<file path="src/hdl/llos_pkg.sv">
// ----------------------------------------------------------------------------
// llos_pkg
// Shared types and constants for the label line occupancy scan.
// ----------------------------------------------------------------------------
`default_nettype none

package llos_pkg;

	localparam int MAX_LINES   = 64;
	localparam int MAX_COLUMNS = 128;
	localparam int LINE_W      = $clog2(MAX_LINES);
	localparam int COL_W       = $clog2(MAX_COLUMNS);
	localparam int BM_ADDR_W   = LINE_W + COL_W;

	// register indexes
	localparam logic [1:0] REG_LINES   = 2'd0;
	localparam logic [1:0] REG_COLUMNS = 2'd1;
	localparam logic [1:0] REG_MASK    = 2'd2;

	// reset values
	localparam logic [6:0] LINES_RST   = 7'd64;
	localparam logic [7:0] COLUMNS_RST = 8'd128;
	localparam logic [7:0] MASK_RST    = 8'h19;  // ball | field | white

	// line classes
	localparam logic [1:0] CLS_BOUNDARY = 2'd0;
	localparam logic [1:0] CLS_FREE     = 2'd1;
	localparam logic [1:0] CLS_BLOCKED  = 2'd2;

	typedef struct packed {
		logic [7:0] pixel_label;
		logic       frame_start;
	} pixel_t;

	typedef struct packed {
		logic [5:0] line_index;
		logic [7:0] free_length;
		logic [1:0] line_class;
		logic       last_line;
	} result_t;

	// effective (clamped) configuration
	typedef struct packed {
		logic [6:0] nl;
		logic [7:0] nc;
		logic [7:0] mask;
	} cfg_t;

	typedef struct packed {
		logic [7:0] upper;
		logic [7:0] lower;
	} cnt_pair_t;

	typedef struct packed {
		logic              rd_en;
		logic              wr_en;
		logic              clr;
		logic [LINE_W-1:0] addr;
		cnt_pair_t         wr_data;
	} cnt_req_t;

	typedef struct packed {
		logic                 rd_en;
		logic                 wr_en;
		logic [BM_ADDR_W-1:0] addr;
		logic                 wr_data;
	} bm_req_t;

	typedef enum logic [2:0] {
		ST_IDLE,
		ST_PIX,
		ST_EV_RD,
		ST_EV_CNT,
		ST_SRCH_RD,
		ST_SRCH_CHK
	} ctrl_state_t;

endpackage

`default_nettype wire

</file>
<file path="src/hdl/llos_counts.sv">
// ----------------------------------------------------------------------------
// llos_counts
// Per-line half counts in a memory; per-line valid bits give zero after clear.
// ----------------------------------------------------------------------------
`default_nettype none

module llos_counts (
	input  wire logic               clk,
	input  wire logic               arst_n,
	input  wire llos_pkg::cnt_req_t  req,
	output llos_pkg::cnt_pair_t      rd_data
);
	import llos_pkg::*;

	cnt_pair_t              mem [MAX_LINES];
	cnt_pair_t              rd_data_q;
	logic [MAX_LINES-1:0]   valid_q;
	logic                   rd_vld_q;

	always_ff @(posedge clk) begin
		if (req.wr_en) begin
			mem[req.addr] <= req.wr_data;
		end
		if (req.rd_en) begin
			rd_data_q <= mem[req.addr];
		end
	end

	always_ff @(posedge clk or negedge arst_n) begin
		if (!arst_n) begin
			valid_q  <= '0;
			rd_vld_q <= 1'b0;
		end else begin
			if (req.clr) begin
				valid_q <= '0;
			end else if (req.wr_en) begin
				valid_q[req.addr] <= 1'b1;
			end
			// a clear in the same cycle wins over the stored valid bit
			if (req.rd_en) begin
				rd_vld_q <= req.clr ? 1'b0 : valid_q[req.addr];
			end
		end
	end

	assign rd_data = rd_vld_q ? rd_data_q : '0;

endmodule

`default_nettype wire

</file>
<file path="config.mk">
export PLATFORM = sky130hd
export DESIGN_NAME = llos_counts
export DESIGN_NICKNAME = d
export VERILOG_FILES = /design/src/hdl/llos_pkg.sv /design/src/hdl/llos_counts.sv
export SDC_FILE = /design/constraint.sdc
export NUM_CORES = 1
export LEC_CHECK = 0
export ABC_CLOCK_PERIOD_IN_PS = 2600
export BUFFER_PORTS_ARGS = -buffer_cell sky130_fd_sc_hd__clkbuf_2
export CAP_MARGIN = 20
export CORE_MARGIN = 4
export CORE_UTILIZATION = 40
export CTS_BUF_LIST = sky130_fd_sc_hd__clkbuf_16
export DETAILED_ROUTE_END_ITERATION = 7
export HOLD_SLACK_MARGIN = 0.05
export SYNTH_ARGS = -nofsm -noshare
export SYNTH_HDL_FRONTEND = slang
export SYNTH_SLANG_ARGS = --single-unit
</file>
<file path="constraint.sdc">
create_clock -name clk -period 2.6 [get_ports clk]
set_input_delay 0.52 -clock clk [delete_from_list [all_inputs] [get_ports clk]]
set_output_delay 0.52 -clock clk [all_outputs]
set_load 0.02 [all_outputs]
</file>
; ---- Word-level counts from Yosys, hierarchy flattened
; Memories as Yosys holds them, arrays and structs flattened. A register that Yosys moved wholly into a read port is not among the register bits.
; Cells that the tools add are included.
[word_totals]
register_bits = 65
out_inout_bits = 16
memories = 1
mem_bits_rw = 1024
inputBits = 27
rom_bits = 0
latch_bits = 0
elab_cells = 18
[op_classes]
order_cmp = 2
n_reduce_logical = 2
muxes = 10
n_mul = 0
n_bitwise = 1
n_shift = 0
n_addsub = 0
n_div = 0
eq_ne = 0
[memory_table]
columns = memory, words, width, read_ports, rd_ports_with_merged_regs, wr, line
row1 = mem, 64, 16, 1, 1, 1, llos_counts.sv:15  ; cnt_pair_t mem [MAX_LINES];
[op_table]
columns = op, count
row1 = two-way mux 64 bit, 2
row2 = bitwise OR 64 bit, 1
row3 = two-way mux 16 bit, 1
row4 = < comparator 6 x 7 -> 1 bit (second input constant), 1
row5 = binary-select mux 1 bit (select 6 bit), 1
row6 = demux 1 bit (select 6 bit), 1
row7 = greater-or-equal comparator 6 x 1 -> 1 bit (second input constant), 1
row8 = two-way mux 1 bit, 5
row9 = nonzero test 2 bit, 1
row10 = logical AND 1 bit, 1

; ---- Logic depth before layout (Yosys ltp)
[depth]
ltp_word = 7
depth_mapped = 10
mapped_depth_nobuf = 5

; ---- Least setup slack after synthesis
; No wires, ideal clock.
[synth_timing]
path_kind = input -> register
from = in req[18] in the netlist's numbering
to = mem mem[56][0] in the netlist's numbering (enable)
setup_ns = 0.412
path_stages = 7
n_path_buf = 6
arrival_ns = 2.640
slack_ns = -0.451
required_time_ns = 2.188
cell_sequence = buf_6 -> buf_6 -> buf_6 -> buf_2 -> buf_2 -> buf_2 -> nor3_1
[synth_rtl]
columns = element, line
row1 = "start, declared", llos_counts.sv:10  ; input wire llos_pkg::cnt_req_t req,
row2 = "end, declared", llos_counts.sv:15
; Straight into the memory's write port.

==> metrics.cfg <==
[worst_setup_path]
startpoint_type = input pin
arrival_ns = 2.86
path_cells = buf_8 -> buf_4 -> buf_4 -> mux4_2 -> mux2i_1 -> buf_4 -> o22ai_1 -> a211oi_1 -> nand4_1
critPathBufInv = 4
reg2reg_depth = 5
slowest_delay_ns = 0.51
setup.worst_path.class = in2reg
reg2reg_slack_ns = 0.24
critPathMostFrequentCell = buf_4
cp-end-kind = flop
worstPathRequired_ns = 2.99
cp_max_fo = 10
r2r-start = mem[39][8]$_DFFE_PP_
crit_family = buffers and inverters
reg2reg_to = rd_data_q[8]$_DFFE_PP_
slowest_stage = mux4_2

[floorplanning]
die_h_um = 338
design.portCount = 43
initial_utilization = 0.405
die_area_mm2 = 0.114
rows = 120
fp.dieW_um = 338
core_area_mm2 = 0.108

[global_routing]
antenna_found_initial = 5
grt_max_degree = 66
grt_pass1_vias = 25900
grt_usage = 0.235
overflow = 0
grt_pass1_wl_um = 195000

[clocking]
cts_tree = built
clkLatencyLatePin_ns = 0.71
htree_num_levels = 3
clkSinkCount = 1105
cts_setup_buffers = 0
path_clk_slew_ns = 0.06
numCtsBuffers = 112
clockBufferDepth = 3
cts_root_buf = clkbuf_16

[power_and_ir_drop]
leakagePower_nw = 18.1
ir_drop_mv = 0.508
powerDensity_mw_per_mm2 = 722

[sta]
grt_setup_unrepaired = false
fin_hold_ws_ns = 0.226
drv_slew = 0
clock.fmax_mhz = 406
setup_viol = 0
skew_ns = 0.0320
max-slew-margin-rel = 0.295
layout_min_cycle_time_ns = 2.46
period_share = 0.948
tightestPinTransition_ns = 1.06
hold_viol = 0

[cells_and_area]
synthToLayoutAreaGrowth_pct = 22.0
nNetsFinal = 2947
n_fill_cell = 8751
final_util = 0.494
drive_gt1_frac = 0.303
diodes = 0

[place]
place_hpwl_um = 89200
numPortBuffers = 42
place.gp.congestion = 0.957

[synthesis]
synthFlopType = edfxtp_1
synth_edf_count = 1040
synth_top_area_frac = 0.716
syn_area_mm2 = 0.0436
synthTopCellsByArea = edfxtp_1 (72%), mux4_2 (4.5%), dfrtp_1 (3.7%)
syn_avg_cell_area_um2 = 17.4
seq_area_frac_synth = 0.754
synth-warning-count = 0
ys_types = 62
ys_seq_elements = 1105
synth_top_area_cell = edfxtp_1
synthCells = 2499
synth_nets = 2526
async_reset_ff_frac = 0.0588

[route]
drtIter0Drc = 3544
dr.pass1.iters = 6
num_vias = 26300
drtAntennaViolNets = 0
routed_wl_um = 137000
wl_per_cell_um = 31.0
vias_per_cell = 5.96
drc_errors = 0

[hold_path]
worstHoldStart = req[0]
holdPathEnd = mem[59][0]$_DFFE_PP_
hold_path_class = in2reg
min_path_cells = 1

[status]
status = complete, no violations

[job]
drv_cap = 0

## flip-flops by register name (all words and copies together) (netlist names)
| register | count |
|---|---|
| rd_data_q | 16 |
| valid_q | 64 |
| rd_vld_q | 1 |
| mem | 1024 |
## cells in the final DEF (no fill, tap or decap), drive strengths merged, types with 11 or more instances in the layout
cell type and count:
dfrtp 65, nand2b 22, buf 440, clkbuf 156, nand3 14, mux2i 79
nor3 11, bufinv 11, a211oi 19, edfxtp 1040, inv 41, nor2 209
o22ai 37, nand2 106, a221oi 98, nor3b 11, a31oi 11, clkinv 41
and2 21, or3b 14, o21ai 43, a22oi 87, mux4 88, nand3b 25
a21oi 73, a221o 16, nand4 15, mux2 113, and3b 16
## final cells by class
cell class / count / area, um^2 / share of cell area
multi-input combinational: 1219 / 9920 / 0.187
clock inverter: 95 / 711 / 0.0134
clock buffer: 118 / 2950 / 0.0555
tap: 1403 / 1760 / 0.0330
timing repair buffer: 479 / 4960 / 0.0934
sequential: 1105 / 32900 / 0.618
inverter: 3 / 13.8 / 0.000259
## kinds of logic after synthesis
group | after synthesis | synth area share
AO/OA/AOI/OAI | 448 | 0.0759
flip-flops | 1105 | 0.754
multiplexers | 280 | 0.0929
buffers and inverters | 175 | 0.0225
AND/OR/NAND/NOR | 491 | 0.0551
## Yosys cell counts (all sizes together), types with 14 or more instances
cell type and n:
nand3 14, nand4 15, nand3b 25, nand2b 22
nor2 209, a221oi 98, a22oi 87, o22ai 37
and2 21, mux2 113, edfxtp 1040, mux4 88
nand2 106, a221o 16, and3b 16, mux2i 79
dfrtp 65, a211oi 19, buf 129, or3b 14
o21ai 43, clkbuf 43, a21oi 73
## metrics by stage
step	area [um^2]	total power [mW]	std cells	setup WS, ns	TNS (ns)
floorplan	43700	21.1	2499	-0.451	-15.03
CTS	53200	38.5	4421	0.140	0
global route	53200	39.5	4422	0.0465	0
detailed placement	49500	22.7	4207	-0.466	-6.77
global placement	49500	22.7	4207	-0.441	-5.48
finish	53200	38.4	4422	0.136	0
## worst max path at each step
stage	slack, ns	cells past startpoint	from	end
after floorplan	-0.45	7	req[18]	mem[56][0]$_DFFE_PP_
after global placement	-0.44	9	req[17]	rd_data_q[8]$_DFFE_PP_
after detailed placement	-0.47	9	req[17]	rd_data_q[8]$_DFFE_PP_
after CTS	0.14	2	rd_vld_q$_DFFE_PN0P_	rd_data[15]
after global routing	0.05	2	rd_vld_q$_DFFE_PN0P_	rd_data[15]
final	0.14	9	req[17]	rd_data_q[8]$_DFFE_PP_
## per-layer routing
metal | vias to the layer above | track usage | wire length (um)
li1 | 10900 | - | -
met1 | 13600 | 0.335 | 56000
met2 | 1509 | 0.357 | 61500
met3 | 265 | 0.0523 | 14000
met4 | 0 | 0.0866 | 5520
met5 | - | 0 | 0
## where the power goes
group          switching [mW]  leakage (nW)  total (mW)  internal (mW)
Sequential             0.0703          10.3        19.7           19.6
Combinational            1.68          5.93        2.69           1.02
Clock                    6.78          1.92        16.0           9.24
Total                    8.53          18.1        38.4           29.9
## timing repair
item	in CTS	in global routing
gates resized for setup	1	0
hold buffers	1	0
hold endpoints to repair	65	0
endpoints found under the setup margin	1	0
Power figures use the tool's default switching activity.
