**src/hdl/llos_pkg.sv**
```systemverilog
// ----------------------------------------------------------------------------
// llos_pkg
// Shared types and constants for the label line occupancy scan.
// ----------------------------------------------------------------------------
`default_nettype none

package llos_pkg;

	localparam int MAX_LINES   = 64;
	localparam int MAX_COLUMNS = 128;
	localparam int LINE_W      = $clog2(MAX_LINES);
	localparam int COL_W       = $clog2(MAX_COLUMNS);
	localparam int BM_ADDR_W   = LINE_W + COL_W;

	// register indexes
	localparam logic [1:0] REG_LINES   = 2'd0;
	localparam logic [1:0] REG_COLUMNS = 2'd1;
	localparam logic [1:0] REG_MASK    = 2'd2;

	// reset values
	localparam logic [6:0] LINES_RST   = 7'd64;
	localparam logic [7:0] COLUMNS_RST = 8'd128;
	localparam logic [7:0] MASK_RST    = 8'h19;  // ball | field | white

	// line classes
	localparam logic [1:0] CLS_BOUNDARY = 2'd0;
	localparam logic [1:0] CLS_FREE     = 2'd1;
	localparam logic [1:0] CLS_BLOCKED  = 2'd2;

	typedef struct packed {
		logic [7:0] pixel_label;
		logic       frame_start;
	} pixel_t;

	typedef struct packed {
		logic [5:0] line_index;
		logic [7:0] free_length;
		logic [1:0] line_class;
		logic       last_line;
	} result_t;

	// effective (clamped) configuration
	typedef struct packed {
		logic [6:0] nl;
		logic [7:0] nc;
		logic [7:0] mask;
	} cfg_t;

	typedef struct packed {
		logic [7:0] upper;
		logic [7:0] lower;
	} cnt_pair_t;

	typedef struct packed {
		logic              rd_en;
		logic              wr_en;
		logic              clr;
		logic [LINE_W-1:0] addr;
		cnt_pair_t         wr_data;
	} cnt_req_t;

	typedef struct packed {
		logic                 rd_en;
		logic                 wr_en;
		logic [BM_ADDR_W-1:0] addr;
		logic                 wr_data;
	} bm_req_t;

	typedef enum logic [2:0] {
		ST_IDLE,
		ST_PIX,
		ST_EV_RD,
		ST_EV_CNT,
		ST_SRCH_RD,
		ST_SRCH_CHK
	} ctrl_state_t;

endpackage

`default_nettype wire

```
**src/hdl/llos_ctrl.sv**
```systemverilog
// ----------------------------------------------------------------------------
// llos_ctrl
// Sequencer: pixel intake, count update, per-line evaluation and search.
// ----------------------------------------------------------------------------
`default_nettype none

module llos_ctrl (
	input  wire logic               clk,
	input  wire logic               arst_n,
	input  wire llos_pkg::cfg_t      cfg,
	input  wire logic               start,
	input  wire llos_pkg::pixel_t    pixel,
	output logic                    busy,
	output llos_pkg::cnt_req_t       cnt_req,
	input  wire llos_pkg::cnt_pair_t cnt_rdata,
	output llos_pkg::bm_req_t        bm_req,
	input  wire logic               bm_rdata,
	output logic                    result_strobe,
	output llos_pkg::result_t        result
);
	import llos_pkg::*;

	ctrl_state_t       state_q, state_d;
	logic [LINE_W-1:0] line_pos_q, pix_line_q, idx_q;
	logic [COL_W-1:0]  col_pos_q;
	logic              pix_free_q, pix_upper_q, pix_eof_q;
	logic [7:0]        pos_q;
	logic              res_strobe_q;
	result_t           res_q;

	logic              accept;
	logic [LINE_W-1:0] li_eff;
	logic [COL_W-1:0]  co_eff;
	logic              is_free, is_upper, line_more, col_more, eof;
	logic [6:0]        half;
	logic [8:0]        n_sum, sub_b, diff;
	logic              last_idx;
	logic              emit, go_search;
	logic [7:0]        emit_len;
	logic [1:0]        emit_cls;
	logic [7:0]        sel_cnt, inc_cnt;
	cnt_pair_t         new_pair;

	assign accept    = start && (state_q == ST_IDLE);
	assign busy      = (state_q != ST_IDLE);
	assign li_eff    = pixel.frame_start ? '0 : line_pos_q;
	assign co_eff    = pixel.frame_start ? '0 : col_pos_q;
	assign is_free   = |(pixel.pixel_label & cfg.mask);
	assign half      = cfg.nc[7:1];
	assign is_upper  = co_eff < half;
	assign line_more = ({1'b0, li_eff} + 7'd1) < cfg.nl;
	assign col_more  = ({1'b0, co_eff} + 8'd1) < cfg.nc;
	assign eof       = !line_more && !col_more;
	assign last_idx  = ({1'b0, idx_q} + 7'd1) >= cfg.nl;

	assign n_sum = {1'b0, cnt_rdata.upper} + {1'b0, cnt_rdata.lower};

	// shared subtractor: start column in EV_CNT, run length in search states
	assign sub_b = (state_q == ST_EV_CNT) ? n_sum : {1'b0, pos_q};
	assign diff  = {1'b0, cfg.nc} - sub_b + 9'd1;

	// count update for the pixel taken last cycle, saturating
	always_comb begin
		sel_cnt  = pix_upper_q ? cnt_rdata.upper : cnt_rdata.lower;
		inc_cnt  = (sel_cnt == 8'hFF) ? sel_cnt : sel_cnt + 8'd1;
		new_pair = cnt_rdata;
		if (pix_free_q) begin
			if (pix_upper_q) begin
				new_pair.upper = inc_cnt;
			end else begin
				new_pair.lower = inc_cnt;
			end
		end
	end

	// outputs of the sequencer
	always_comb begin
		cnt_req   = '0;
		bm_req    = '0;
		emit      = 1'b0;
		go_search = 1'b0;
		emit_len  = '0;
		emit_cls  = CLS_BOUNDARY;
		case (state_q)
			ST_IDLE: begin
				if (accept) begin
					cnt_req.rd_en  = 1'b1;
					cnt_req.addr   = li_eff;
					cnt_req.clr    = pixel.frame_start;
					bm_req.wr_en   = 1'b1;
					bm_req.addr    = {co_eff, li_eff};
					bm_req.wr_data = is_free;
				end
			end
			ST_PIX: begin
				cnt_req.wr_en   = 1'b1;
				cnt_req.addr    = pix_line_q;
				cnt_req.wr_data = new_pair;
			end
			ST_EV_RD: begin
				cnt_req.rd_en = 1'b1;
				cnt_req.addr  = idx_q;
			end
			ST_EV_CNT: begin
				if (cnt_rdata.upper == {1'b0, half} || n_sum >= {1'b0, cfg.nc}) begin
					emit     = 1'b1;
					emit_len = cfg.nc;
					emit_cls = CLS_FREE;
				end else if (n_sum == '0) begin
					emit     = 1'b1;
					emit_cls = CLS_BLOCKED;
				end else begin
					go_search = 1'b1;
				end
			end
			ST_SRCH_RD: begin
				// past the last column ends the search without a bitmap read
				if (pos_q >= cfg.nc) begin
					emit     = 1'b1;
					emit_len = diff[7:0];
				end else begin
					bm_req.rd_en = 1'b1;
					bm_req.addr  = {pos_q[COL_W-1:0], idx_q};
				end
			end
			ST_SRCH_CHK: begin
				if (bm_rdata) begin
					emit     = 1'b1;
					emit_len = diff[7:0];
				end
			end
			default: begin
			end
		endcase
		if (emit && last_idx) begin
			cnt_req.clr = 1'b1;
		end
	end

	// next state
	always_comb begin
		state_d = state_q;
		case (state_q)
			ST_IDLE: begin
				if (accept) state_d = ST_PIX;
			end
			ST_PIX: begin
				state_d = pix_eof_q ? ST_EV_RD : ST_IDLE;
			end
			ST_EV_RD: begin
				state_d = ST_EV_CNT;
			end
			ST_EV_CNT: begin
				if (emit) state_d = last_idx ? ST_IDLE : ST_EV_RD;
				else state_d = ST_SRCH_RD;
			end
			ST_SRCH_RD: begin
				if (emit) state_d = last_idx ? ST_IDLE : ST_EV_RD;
				else state_d = ST_SRCH_CHK;
			end
			ST_SRCH_CHK: begin
				if (emit) state_d = last_idx ? ST_IDLE : ST_EV_RD;
				else state_d = ST_SRCH_RD;
			end
			default: begin
				state_d = ST_IDLE;
			end
		endcase
	end

	always_ff @(posedge clk or negedge arst_n) begin
		if (!arst_n) begin
			state_q      <= ST_IDLE;
			line_pos_q   <= '0;
			col_pos_q    <= '0;
			idx_q        <= '0;
			pix_eof_q    <= 1'b0;
			res_strobe_q <= 1'b0;
		end else begin
			state_q      <= state_d;
			res_strobe_q <= emit;
			if (accept) begin
				pix_eof_q <= eof;
				if (eof) begin
					line_pos_q <= '0;
					col_pos_q  <= '0;
				end else if (line_more) begin
					line_pos_q <= li_eff + 1'b1;
					col_pos_q  <= co_eff;
				end else begin
					line_pos_q <= '0;
					col_pos_q  <= co_eff + 1'b1;
				end
			end
			if (state_q == ST_PIX) begin
				idx_q <= '0;
			end else if (emit) begin
				idx_q <= idx_q + 1'b1;
			end
		end
	end

	// payload registers
	always_ff @(posedge clk) begin
		if (accept) begin
			pix_free_q  <= is_free;
			pix_upper_q <= is_upper;
			pix_line_q  <= li_eff;
		end
		if (go_search) begin
			pos_q <= diff[7:0];
		end else if (state_q == ST_SRCH_CHK && !emit) begin
			pos_q <= pos_q + 8'd1;
		end
		if (emit) begin
			res_q.line_index  <= idx_q;
			res_q.free_length <= emit_len;
			res_q.line_class  <= emit_cls;
			res_q.last_line   <= last_idx;
		end
	end

	assign result_strobe = res_strobe_q;
	assign result        = res_q;

endmodule

`default_nettype wire

```
**config.mk**
```make
export PLATFORM = sky130hd
export DESIGN_NAME = llos_ctrl
export DESIGN_NICKNAME = d
export VERILOG_FILES = /design/src/hdl/llos_pkg.sv /design/src/hdl/llos_ctrl.sv
export SDC_FILE = /design/constraint.sdc
export NUM_CORES = 1
export LEC_CHECK = 0
export ABC_AREA = 1
export BUFFER_PORTS_ARGS = -buffer_cell sky130_fd_sc_hd__buf_2
export CORE_MARGIN = 4
export CORE_UTILIZATION = 55
export DETAILED_ROUTE_END_ITERATION = 10
export PLACE_DENSITY = 0.8
export REMOVE_ABC_BUFFERS = 1
export SYNTH_ARGS = -nofsm -noshare
export SYNTH_HDL_FRONTEND = slang
export SYNTH_SLANG_ARGS = --single-unit
```
**constraint.sdc**
```tcl
create_clock -name clk -period 5.6 [get_ports clk]
set_input_delay 1.12 -clock clk [delete_from_list [all_inputs] [get_ports clk]]
set_output_delay 1.12 -clock clk [all_outputs]
set_load 0.01 [all_outputs]
```
Word level (Yosys, flattened, before mapping)
Cells that the tools add are included.
{ "op_classes": {"bitwise_logic": 2, "n_reduce_logical": 16, "muxes": 51, "magnitude_cmp": 6, "n_addsub": 11, "n_eq_ne": 8} }
{ "op_table": {"columns": ["operator", "count"], "rows": [
  ["2-to-1 mux 8 bit", 10],
  ["2-to-1 mux 16 bit", 2],
  ["2-to-1 mux 6 bit", 5],
  ["2-to-1 mux 7 bit", 4],
  ["case mux 13 bit (2 select lines)", 1],
  ["adder 8 x 1 -> 8 bit, second input constant", 3],
  ["case mux 8 bit (3 select lines)", 1],
  ["case mux 6 bit (3 select lines)", 1],
  ["2-to-1 mux 1 bit", 16],
  ["2-to-1 mux 15 bit", 1],
  ["case mux 3 bit (5 select lines)", 1],
  ["adder 6 x 1 -> 7 bit, second input constant", 2],
  ["< comparator 7 bit", 2],
  ["2-to-1 mux 13 bit", 1],
  ["adder 6 x 1 -> 6 bit, second input constant", 2],
  ["adder 8 x 8 -> 9 bit", 1],
  [">= comparator 9 x 8 -> 1 bit", 1],
  ["logical NOT 9 bit", 1],
  ["2-to-1 mux 3 bit", 3],
  ["adder 7 x 1 -> 8 bit, second input constant", 1],
  ["bitwise AND 8 bit", 1],
  ["== test 8 x 7 -> 1 bit", 1],
  ["== test 8 bit, second input constant", 1],
  [">= comparator 8 bit", 1],
  ["20 further kinds", 31]
]} }
{ "word_totals": {"wordCells": 109, "regBits": 57, "output_inout_bits": 60} }

Logic depth before layout (Yosys ltp)
{ "logic_depth": {"depth_word": 9, "mapped_depth": 23, "mapped_depth_nobuf": 23} }

Worst setup path after synthesis
Ideal clock, no wire load.
{ "synth_timing": {"path_kind": "in2out", "startpoint": "input cnt_rdata[0] (netlist bit)", "endpoint": "output cnt_req[22] (netlist bit)", "path_slack_ns": 0.858, "stages": 23, "t_arrival_ns": 3.622, "required_time_ns": 4.480, "path_cell_list": "ha_1 inv_1 fa_1 inv_1 nand3_1 nand2_1 nand3_1 nand2_1 nand2_1 nand2_1 inv_1 ha_1 nand2_1 nor2_1 nand4_1 nand2_1 o21a_1 nor2_4 nand2_2 nand2_4 nand2_8 nand2_1 o21ai_2"} }
{ "synth_rtl": {"columns": ["item", "line_no", "source"], "rows": [
  ["from (decl)", "llos_ctrl.sv:15", "input wire llos_pkg::cnt_pair_t cnt_rdata,"],
  ["to (decl)", "llos_ctrl.sv:14", "output llos_pkg::cnt_req_t cnt_req,"]
]} }

==> flow_summary_export.csv <==
group,metric,value,unit
cells_and_area,layout-drive-gt1-share,0.1785,
clock_tree,h-tree-depth,3,
critical_path,critPathKind,"primary input to output pin",
worst_hold_path,hp-class,"flop to flop",
yosys,synth_cell_types,50,
detailed_routing,drtIter0Drc,507,
yosys,synthFlopType,"edfxtp_1",
run_status,status,"complete, no violations",
yosys,synth_area,5532,um^2
cells_and_area,area_growth,15.27,%
clock_tree,cts_setup_buffers,0,
cells_and_area,antenna_cells,0,
global_routing,grt_overflow_total,0,
yosys,ys.warnings.count,0,
global_routing,grt_pass1_vias,5545,
floorplan,fp.dieW,108.3,um
timing,layout_worst_path_cycle_share,0.9452,
worst_hold_path,min_to,"col_pos_q[0]$_DFFE_PN0P_",
clock_tree,post_cts_resized,0,
placement,placed_cells,974,
worst_hold_path,hold_depth,2,
detailed_routing,vias_per_cell,5.669,
clock_tree,cts_hold_buf,0,
floorplan,start_util,0.5659,
global_routing,antenna_found_initial,0,
clock_tree,clk_path_buf_depth,2,
cells_and_area,layout_common_cells,"nand2_1 (153), inv_1 (133), buf_2 (111), ha_1 (68), nor2_1 (44)",
timing,tns,0,ps
pwr,p_per_area,360.3,nW/um^2
floorplan,ioPinCount,112,
critical_path,worst_path_most_repeated_cell,"nand2_1",
timing,skew,9.933,ps
global_routing,grt_usage,0.2739,
floorplan,die_h,108.3,um
placement,routabilityCongestion,0.9850,
detailed_routing,wl_per_cell,15.95,um
cells_and_area,final_util,0.6523,
pwr,p_leak,3.465,nW
timing,timing.hold.ws,487.9,ps
timing,tightest_slew,796.4,ps
cells_and_area,instances_no_fill,990,
detailed_routing,dr.pass1.iters,7,
yosys,ys_seq_area_frac,0.2877,
global_routing,grt_use_met3,0.03761,
floorplan,rows,36,
detailed_routing,detail-route-antenna-nets,0,
critical_path,cp_data_required_time,4480,ps
critical_path,cpMaxStageDelayCell,"fa_1",
critical_path,arrival,4170,ps
placement,hpwl,12.64,mm
worst_hold_path,min-delay-start,"col_pos_q[0]$_DFFE_PN0P_",
critical_path,r2r-start,"state_q[2]$_DFFE_PN0P_",
timing,rsz0062_at_grt,"false",
timing,slew_headroom,0.4691,
critical_path,ff2ff_setup_slack,2370,ps
clock_tree,cts_sinks,57,
critical_path,crit_path_max_incr_delay,390,ps
yosys,synthArstFlopShare,0.4211,
timing,hold_viol,0,
clock_tree,cts_tree,"yes",
global_routing,met2_usage,0.4769,
detailed_routing,drt-total-wl,15.80,mm
clock_tree,cts_buffers,9,
global_routing,met1_usage,0.3328,
timing,max_freq,0.1889,GHz
global_routing,grt_start_max_net_pins,34,
critical_path,cp_max_fo,8,
timing,period_needed,5293,ps
floorplan,die_area,11730,um^2
yosys,synth-edff-count,33,
timing,setup_viol,0,
placement,port_buffers,111,
global_routing,grt_pass1_wl,25.50,mm
critical_path,critPathLaunchType,"primary input",
pwr,power.total,2.297,mW
critical_path,reg2reg_to,"pos_q[7]$_DFFE_PP_",
yosys,synth-seq-cells,57,
critical_path,end_kind,"output pin",
flow_run,drv_cap,0,
clock_tree,path_clk_slew,70,ps
global_routing,busiest_layer,"met2",
detailed_routing,drc,0,
critical_path,worstRegToRegCells,12,
yosys,syn_avg_cell_area,7.465,um^2
cells_and_area,layout_commonest_cell,"nand2_1",
yosys,synthCells,741,
cells_and_area,nets,974,
floorplan,core-area,9774,um^2
clock_tree,clk_latency,350,ps
pwr,peakVddDrop,0.1760,mV
timing,maxSlewViolCount,0,
detailed_routing,vias,5612,
clock_tree,root_buffer,"clkbuf_8",
[metrics by stage]
stage	cell area (um^2)	worst slack [ps]
5_1_grt	6376	68.55
2_1_floorplan	5446	847.4
3_5_place_dp	6191	358.9
6_report	6376	307.0
3_3_place_gp	6191	517.0
4_1_cts	6376	354.2
[cells in the mapped netlist, types with 2 or more instances]
cell,instances,share of area
nand2_2,5,0.0057
fa_1,2,0.0072
clkbuf_1,5,0.0034
ha_1,68,0.15
nor2_1,44,0.030
o211ai_1,9,0.012
dfrtp_1,24,0.11
a21oi_1,39,0.035
o21bai_1,2,0.0027
o22ai_1,19,0.021
o21ai_2,5,0.0079
o21ai_0,40,0.036
nor2_2,2,0.0023
edfxtp_1,33,0.18
buf_6,3,0.0061
xor2_1,22,0.035
a22o_1,2,0.0032
nand2_1,153,0.10
inv_1,133,0.090
nor2_4,2,0.0041
o21ai_1,15,0.014
nor3_1,9,0.0081
nand3_2,2,0.0036
o21a_1,4,0.0054
clkinv_1,4,0.0027
a221oi_1,2,0.0032
buf_2,5,0.0045
xnor2_1,10,0.016
nand3_1,40,0.036
nand4_1,18,0.020
[layer usage]
| layer | vias up | wire length, um |
|---|---|---|
| met5 | - | 0 |
| met4 | 0 | 588 |
| met3 | 50 | 1015 |
| met2 | 249 | 7746 |
| met1 | 2608 | 6445 |
| li1 | 2705 | - |
[how the worst max path moves through the flow]
stage / start / to / slack (ps)
2_1_floorplan: cnt_rdata[0] / cnt_req[22] / 850
3_3_place_gp: cnt_rdata[8] / cnt_req[22] / 520
3_5_place_dp: cnt_rdata[8] / cnt_req[22] / 360
4_1_cts: cnt_rdata[8] / cnt_req[22] / 350
5_1_grt: cnt_rdata[8] / cnt_req[22] / 70
6_report: cnt_rdata[8] / cnt_req[22] / 310
[cell type report]
cell class,count,area [um^2]
inverters,137,514.2
well taps,133,166.4
multi-input cells,533,3341
clock buffers,9,123.9
flip-flops and latches,57,1592
fillers,866,3398
clock inverters,7,61.31
repair buffers,114,578.1
[state kept, by name, summed over array words and instances (netlist names), 3 cells and up]
register    flops
idx_q           6
pos_q           8
pix_line_q      6
col_pos_q       7
state_q         3
line_pos_q      6
result         17
[report_power, final]
group	switching (mW)	leakage (nW)	internal [mW]
Sequential	0.0766	0.621	0.597
Clock	0.173	0.0877	0.200
Combinational	0.815	2.76	0.436
Total	1.06	3.46	1.23
[worst max-delay path, delay by kind of cell]
kind / cells / cell delay, ps
simple gates: 15 / 1390
fa+ha+maj: 3 / 890
buf+inv: 5 / 510
compound gates: 2 / 260
[cells by family (layout without fill, tap and decap cells)]
group / Yosys count / in the layout / share of synthesized area
flip-flops: 57 / 57 / 0.2877
AO/OA/AOI/OAI: 146 / 146 / 0.1583
XOR/XNOR: 32 / 32 / 0.05067
AND/OR/NAND/NOR: 285 / 285 / 0.2339
adder cells (fa/ha/maj): 70 / 70 / 0.1611
buffers and inverters: 151 / 267 / 0.1083
No activity file was read; power rests on OpenSTA's default activity.
